## src/hdl/sorted_priority_queue_core_defines.svh

```systemverilog
// Assertion macros for the sorted priority queue core.
// Included by modules that carry concurrent checks; no other dependencies.
`ifndef SORTED_PRIORITY_QUEUE_CORE_DEFINES_SVH
`define SORTED_PRIORITY_QUEUE_CORE_DEFINES_SVH

// same-cycle implication
`define SPQ_ASSERT_IMPL(lbl, clk, rstn, ante, cons) \
    lbl: assert property (@(posedge clk) disable iff (!(rstn)) (ante) |-> (cons)) \
        else $error("spq assertion failed");

// next-cycle implication
`define SPQ_ASSERT_NEXT(lbl, clk, rstn, ante, cons) \
    lbl: assert property (@(posedge clk) disable iff (!(rstn)) (ante) |=> (cons)) \
        else $error("spq assertion failed");

`endif

```

## src/hdl/spq_pkg.sv

```systemverilog
// Package for the sorted priority queue core: sizes, codes and cell types.
// No dependencies.
`timescale 1ns / 1ps

package spq_pkg;

    localparam int DEPTH   = 64;
    localparam int CNT_W   = $clog2(DEPTH + 1);
    localparam int DATA_W  = 16;
    localparam int PRI_W   = 8;
    localparam int FILL_W  = 7;
    localparam int STAT_W  = 2;

    localparam logic REQ_INSERT = 1'b0;
    localparam logic REQ_DELETE = 1'b1;

    localparam logic [STAT_W-1:0] ST_INSERTED = 2'd0;
    localparam logic [STAT_W-1:0] ST_FULL     = 2'd1;
    localparam logic [STAT_W-1:0] ST_DELETED  = 2'd2;
    localparam logic [STAT_W-1:0] ST_EMPTY    = 2'd3;

    typedef struct packed {
        logic              occ;
        logic [DATA_W-1:0] data;
        logic [PRI_W-1:0]  pri;
    } t_cell_st;

    typedef struct packed {
        logic              ins;
        logic              del;
        logic [DATA_W-1:0] data;
        logic [PRI_W-1:0]  pri;
    } t_cmd;

endpackage

```

## src/hdl/spq_cell.sv

```systemverilog
// One slot of the sorted chain: holds an entry, shifts back on insert, forward on delete.
// Depends on spq_pkg.
`timescale 1ns / 1ps

module spq_cell (
    input  logic              i_clk,
    input  logic              i_rst_n,
    input  spq_pkg::t_cmd     i_cmd,
    input  spq_pkg::t_cell_st i_prev,
    input  logic              i_prev_gt,
    input  spq_pkg::t_cell_st i_next,
    output spq_pkg::t_cell_st o_state,
    output logic              o_gt
);

    logic                       r_occ;
    logic [spq_pkg::DATA_W-1:0] r_data;
    logic [spq_pkg::PRI_W-1:0]  r_pri;
    spq_pkg::t_cell_st          n_st;

    assign o_gt    = !r_occ || (i_cmd.pri > r_pri);
    assign o_state = '{occ: r_occ, data: r_data, pri: r_pri};

    always_comb begin
        n_st = o_state;
        priority if (i_cmd.del) begin
            n_st = i_next;
        end else if (i_cmd.ins && i_prev_gt) begin
            n_st = i_prev;
        end else if (i_cmd.ins && o_gt) begin
            n_st = '{occ: 1'b1, data: i_cmd.data, pri: i_cmd.pri};
        end
    end

    always_ff @(posedge i_clk) begin
        if (!i_rst_n) begin
            r_occ <= 1'b0;
        end else begin
            r_occ <= n_st.occ;
        end
    end

    always_ff @(posedge i_clk) begin
        r_data <= n_st.data;
        r_pri  <= n_st.pri;
    end

endmodule

```

## src/hdl/sorted_priority_queue_core.sv

```systemverilog
// Top level of the sorted priority queue: request/result stream ports and a chain of cells.
// Depends on spq_pkg, spq_cell and sorted_priority_queue_core_defines.svh.
//
//  channel   | dir | tuser            | tdata (low bit up)
//  ----------+-----+------------------+-------------------------------------------
//  i_s_*     | in  | req_type [0]     | item_data[15:0] item_priority[23:16]
//  o_m_*     | out | status [1:0]     | out_data[15:0] out_priority[23:16]
//            |     |                  | fill_count[30:24] zero[31]
//
// One request per cycle while o_s_tready is high; the result is registered in the output register on acceptance.
// Every cell compares its priority with the request in parallel, and all cells shift together.
// Reset clears occupancy and the count; slot payloads are left unset.
// A result waiting on i_m_tready blocks a new request only if it is not taken that cycle.
`timescale 1ns / 1ps
`include "sorted_priority_queue_core_defines.svh"

module sorted_priority_queue_core (
    input  logic        i_clk,
    input  logic        i_rst_n,
    input  logic        i_s_tvalid,
    output logic        o_s_tready,
    input  logic [23:0] i_s_tdata,   // item_data[15:0], item_priority[23:16]
    input  logic        i_s_tuser,   // req_type[0]
    output logic        o_m_tvalid,
    input  logic        i_m_tready,
    output logic [31:0] o_m_tdata,   // out_data[15:0], out_priority[23:16], fill_count[30:24]
    output logic [1:0]  o_m_tuser    // status[1:0]
);

    localparam int D = spq_pkg::DEPTH;

    logic                        r_out_valid;
    logic [spq_pkg::STAT_W-1:0]  r_status;
    logic [spq_pkg::DATA_W-1:0]  r_odata;
    logic [spq_pkg::PRI_W-1:0]   r_opri;
    logic [spq_pkg::FILL_W-1:0]  r_fill;
    logic [spq_pkg::CNT_W-1:0]   r_count;
    logic [spq_pkg::CNT_W-1:0]   n_count;
    logic [spq_pkg::STAT_W-1:0]  n_status;

    logic          accept;
    logic          full;
    logic          empty;
    logic          ins_req;
    spq_pkg::t_cmd cmd;

    spq_pkg::t_cell_st st  [D];
    logic              gt  [D];
    logic [D-1:0]      occ_vec;

    assign o_s_tready = !r_out_valid || i_m_tready;
    assign accept     = i_s_tvalid && o_s_tready;
    assign full       = (r_count == spq_pkg::CNT_W'(D));
    assign empty      = (r_count == '0);
    assign ins_req    = (i_s_tuser == spq_pkg::REQ_INSERT);

    assign cmd.ins  = accept && (i_s_tuser == spq_pkg::REQ_INSERT) && !full;
    assign cmd.del  = accept && (i_s_tuser == spq_pkg::REQ_DELETE) && !empty;
    assign cmd.data = i_s_tdata[15:0];
    assign cmd.pri  = i_s_tdata[23:16];

    genvar g;
    generate
        for (g = 0; g < D; g++) begin : g_cell
            spq_pkg::t_cell_st prev_st;
            spq_pkg::t_cell_st next_st;
            logic              prev_gt;
            if (g == 0) begin : g_head
                assign prev_st = '0;
                assign prev_gt = 1'b0;
            end else begin : g_mid
                assign prev_st = st[g-1];
                assign prev_gt = gt[g-1];
            end
            if (g == D - 1) begin : g_tail
                assign next_st = '0;
            end else begin : g_body
                assign next_st = st[g+1];
            end
            spq_cell u_cell (
                .i_clk    (i_clk),
                .i_rst_n  (i_rst_n),
                .i_cmd    (cmd),
                .i_prev   (prev_st),
                .i_prev_gt(prev_gt),
                .i_next   (next_st),
                .o_state  (st[g]),
                .o_gt     (gt[g])
            );
            assign occ_vec[g] = st[g].occ;
        end
    endgenerate

    function automatic logic [spq_pkg::STAT_W-1:0] ST_sel();
        logic [spq_pkg::STAT_W-1:0] s;
        if (i_s_tuser == spq_pkg::REQ_INSERT) begin
            s = full ? spq_pkg::ST_FULL : spq_pkg::ST_INSERTED;
        end else begin
            s = empty ? spq_pkg::ST_EMPTY : spq_pkg::ST_DELETED;
        end
        return s;
    endfunction

    always_comb begin
        n_count  = r_count;
        n_status = ST_sel();
        if (cmd.ins) begin
            n_count = r_count + spq_pkg::CNT_W'(1);
        end else if (cmd.del) begin
            n_count = r_count - spq_pkg::CNT_W'(1);
        end
    end

    always_ff @(posedge i_clk) begin
        if (!i_rst_n) begin
            r_out_valid <= 1'b0;
            r_count     <= '0;
        end else begin
            if (accept) begin
                r_out_valid <= 1'b1;
            end else if (i_m_tready) begin
                r_out_valid <= 1'b0;
            end
            r_count <= n_count;
        end
    end

    always_ff @(posedge i_clk) begin
        if (accept) begin
            r_status <= n_status;
            r_odata  <= cmd.del ? st[0].data : '0;
            r_opri   <= cmd.del ? st[0].pri  : '0;
            r_fill   <= spq_pkg::FILL_W'(n_count);
        end
    end

    assign o_m_tvalid = r_out_valid;
    assign o_m_tuser  = r_status;
    assign o_m_tdata  = {1'b0, r_fill, r_opri, r_odata};

    `SPQ_ASSERT_IMPL(a_count_match, i_clk, i_rst_n, 1'b1, $countones(occ_vec) == r_count)
    `SPQ_ASSERT_IMPL(a_occ_packed, i_clk, i_rst_n, 1'b1, ((occ_vec + D'(1)) & occ_vec) == '0)
    `SPQ_ASSERT_NEXT(a_full_holds, i_clk, i_rst_n, accept && full && ins_req, r_count == $past(r_count))
    `SPQ_ASSERT_NEXT(a_del_dec, i_clk, i_rst_n, cmd.del, r_count == $past(r_count) - spq_pkg::CNT_W'(1))

    generate
        for (g = 0; g < D - 1; g++) begin : g_chk
            `SPQ_ASSERT_IMPL(a_sorted, i_clk, i_rst_n, st[g+1].occ, st[g].pri >= st[g+1].pri)
        end
    endgenerate

endmodule
```

## config.mk

```make
export PLATFORM = sky130hd
export DESIGN_NAME = sorted_priority_queue_core
export DESIGN_NICKNAME = d
export VERILOG_FILES = /design/src/hdl/spq_pkg.sv /design/src/hdl/spq_cell.sv /design/src/hdl/sorted_priority_queue_core.sv
export VERILOG_INCLUDE_DIRS = /design/src /design/src/hdl
export SDC_FILE = /design/constraint.sdc
export NUM_CORES = 2
export LEC_CHECK = 0
export BUFFER_PORTS_ARGS = -buffer_cell sky130_fd_sc_hd__buf_2
export CORE_MARGIN = 8
export CORE_UTILIZATION = 60
export CTS_CLUSTER_SIZE = 12
export DETAILED_ROUTE_END_ITERATION = 8
export PLACE_DENSITY = 0.76
export SETUP_SLACK_MARGIN = 0.15
export SLEW_MARGIN = 25
export SYNTH_ARGS = -nofsm -noshare
export SYNTH_HDL_FRONTEND = slang
export SYNTH_SLANG_ARGS = --single-unit
```

## constraint.sdc

```tcl
create_clock -name i_clk -period 8.25 [get_ports i_clk]
set_input_delay 2.0625 -clock i_clk [delete_from_list [all_inputs] [get_ports i_clk]]
set_output_delay 2.0625 -clock i_clk [all_outputs]
set_load 0.02 [all_outputs]
```

==> impl_metrics.yaml <==
cts:
  clock_path_buffers: 3
  path_clk_slew_ns: 0.06
  cts-buffers-inserted: 173
  clk_latency_ns: 0.83
  tritoncts: "done"
  cts.sinks: 1641
  cts_setup_buffers: 0
  cts_resized: 0
  ctsHoldBuffers: 0
  root_buffer: "clkbuf_16"
  cts_htree_levels: 4
placement:
  pre_cts_ws_ns: 2.21
  io_buffers: 63
  routabilityCongestion: 0.956
  placed_cells: 10000
  dp_hpwl_microns: 187000
global_routing:
  grtUsageTotal_pct: 32.9
  antenna_found_initial: 6
  grt_max_degree: 167
  grt_pass1_vias: 67800
  grt_first_pass_wirelength_microns: 419000
  gr-total-overflow: 0
sta:
  fin_ws_ns: 2.90
  fin_crit_ns: 5.35
  fmax_mhz: 187
  setup_viol: 0
  period_share_pct: 64.8
  tns_ns: 0
  worst_pin_slew_ns: 1.13
  clock_skew_ns: 0.0522
  rsz0062_at_grt: "false"
  finalMaxSlewViolations: 0
  hold_violations: 0
  max_slew_margin_pct: 24.6
  hold_ws_ns: 0.456
critical_path:
  critPathKind: "in -> reg"
  startpoint_type: "primary input"
  critPathCaptureType: "flop"
  cpMostUsedCell: "buf_4"
  crit_buf_inv: 5
  cp_max_fo: 26
  critical_path.max_stage_delay_ns: 0.79
  crit_chain: "buf_2, buf_4, inv_4, buf_4, ha_1, nor2b_1, o21bai_1, a21o_1, a41oi_2, buf_4, nor2_1, nand2_1"
  crit_path_top_delay_cell: "nand2_1"
  critPathArrivalTime_ns: 5.64
  worstPathRequired_ns: 8.54
  critPathTopFamily: "buffers and inverters"
power_and_ir_drop:
  leakagePower_uw: 0.0396
  switching_share_pct: 34.4
  power.internal_uw: 18700
  netSwitchingPower_uw: 9820
  p_comb_share_pct: 25.3
  seqPwrFrac_pct: 48.0
  powerDensity_nw_per_um2: 291
  irDropWorstVdd_mv: 0.237
  clkPwrFrac_pct: 26.7
routing:
  drtAntennaViolNets: 0
  via_count: 72000
  drt-total-wl_microns: 282000
  drt_drc_violations_left: 0
  firstDrtPassIters: 8
  drtIter0Drc: 11400
  wl_per_cell_microns: 27.2
  vias_per_cell: 6.95
finish:
  final_util_pct: 64.8
  final_cells: 10400
  drive_gt1_share_pct: 7.38
  areaGrowthSynthToFinish_pct: 7.69
  nets: 8728
yosys:
  ys_seq_area_share_pct: 53.1
  synth_edf_count: 1545
  ys_seq_elements: 1641
  syn_nets: 9019
  yosys_warnings: 0
  syn_area_sq_um: 91100
  synth_cell_types: 71
  async_reset_ff_share_pct: 0
  syn_avg_cell_area_sq_um: 10.7
  ys.flop_type: "edfxtp_1"
  syn_inst: 8475
floorplan:
  dieArea_sq_um: 164000
  initial_utilization_pct: 60.2
  rows: 143
  core-area_sq_um: 151000
  die_h_microns: 406
  dieWidth_microns: 406
  io_pins: 65
min_path:
  hold_class: "reg -> reg"
flow_run:
  maxCapViolations: 0
run_status:
  status: "finished, final reports clean"
## cell families after synthesis
kind of cell / count (synthesis) / synth area share (%)
AOI/OAI and AO/OA: 2841 / 19.0
DFF: 1641 / 53.1
and+or+nand+nor: 1573 / 7.64
buffers and inverters: 1248 / 6.01
muxes: 649 / 7.13
adders and majority gates: 515 / 7.08
xor gates and xnor gates: 7 / 0.0673
other: 1 / 0.00412
## stage by stage
stage	area (sq um)	power [uW]
6_report	98100	28600
5_1_grt	98000	29600
4_1_cts	97900	28300
3_5_place_dp	92500	20700
3_3_place_gp	92400	20300
2_1_floorplan	91100	18100
## power by group through the flow
stage	logic [uW]	registers [uW]	clock network [uW]
finish	7210	13700	7630
global route	7870	13800	7940
CTS	7010	13600	7640
detailed placement	6960	13800	0
global placement	6590	13700	0
floorplan	5210	12900	0
## tightest hold or removal path: cells and delay by family, from the launching register on
kind	cells	cell delay (ns)
and+or+nand+nor	1	0.05
DFF	1	0.31
AOI/OAI and AO/OA	1	0.05
## flip-flops by register name, indices dropped and copies added, names as in the netlist
| register | count |
|---|---|
| g_cell.u_cell.r_data | 1024 |
| g_cell.u_cell.r_pri | 512 |
| g_cell.u_cell.r_occ | 64 |
| r_odata | 16 |
| r_opri | 8 |
| r_count | 7 |
| r_fill | 7 |
| o_m_tuser | 2 |
| o_m_tvalid | 1 |
## synthesized netlist by cell type, types with 57 or more instances
cell / instances / area [sq um]
buf_1: 57 / 214
inv_1: 535 / 2010
o211ai_1: 59 / 443
clkbuf_1: 387 / 1450
nand2_1: 239 / 897
nand4_1: 74 / 463
a22o_1: 80 / 701
o21ai_0: 106 / 531
nand3_1: 132 / 661
o22ai_1: 625 / 3910
edfxtp_1: 1545 / 46400
dfxtp_1: 96 / 1920
ha_1: 515 / 6440
nor2_1: 842 / 3160
a21oi_1: 1479 / 7400
nor2b_1: 106 / 663
buf_2: 166 / 831
a21o_1: 134 / 1010
mux2i_1: 649 / 6500
## final timing paths
kind | start | cells past startpoint | to | slack, ns
worst min register to register | g_cell[62].u_cell.r_occ$_SDFFE_PN0P_ | 2 | g_cell[63].u_cell.r_occ$_SDFFE_PP0P_ | 0.46
worst max-delay path | i_s_tdata[16] | 12 | g_cell[55].u_cell.r_data[14]$_DFFE_PP_ | 2.90
worst max register to register | o_m_tvalid$_SDFFE_PN0P_ | 7 | g_cell[28].u_cell.r_pri[0]$_DFFE_PP_ | 4.04
worst min-delay path | g_cell[62].u_cell.r_occ$_SDFFE_PN0P_ | 2 | g_cell[63].u_cell.r_occ$_SDFFE_PP0P_ | 0.46
## layout make-up
class / instances / area (sq um)
antenna: 5 / 12.5
clock buffer: 252 / 4850
clock inverter: 60 / 539
fill: 11500 / 53300
inverter: 535 / 2010
multi-input combinational: 5586 / 37800
sequential: 1641 / 48300
tap: 2030 / 2540
timing repair buffer: 247 / 1980
## routing by layer
metal	vias to the layer above	wire (microns)	GRT usage, %
met5	-	76	0
met1	34600	108000	46.3
li1	31400	-	-
met4	10	14400	14.6
met2	5113	119000	47.1
met3	883	41100	9.89
## cells in the final DEF, fill, tap and decap left out, drive strengths merged, types with 32 or more instances in the layout
master,instances
o22ai,625
o32ai,51
o211a,43
a22o,80
a21oi,1479
nand4,74
ha,515
nor3,52
nor2,868
nand2,239
nor2b,106
a21o,134
clkbuf,252
nand3,132
buf,247
dfxtp,96
inv,541
clkinv,44
o211ai,59
edfxtp,1545
a221o,52
nand2b,32
o21ai,110
mux2i,649
Power figures use the tool's default switching activity.
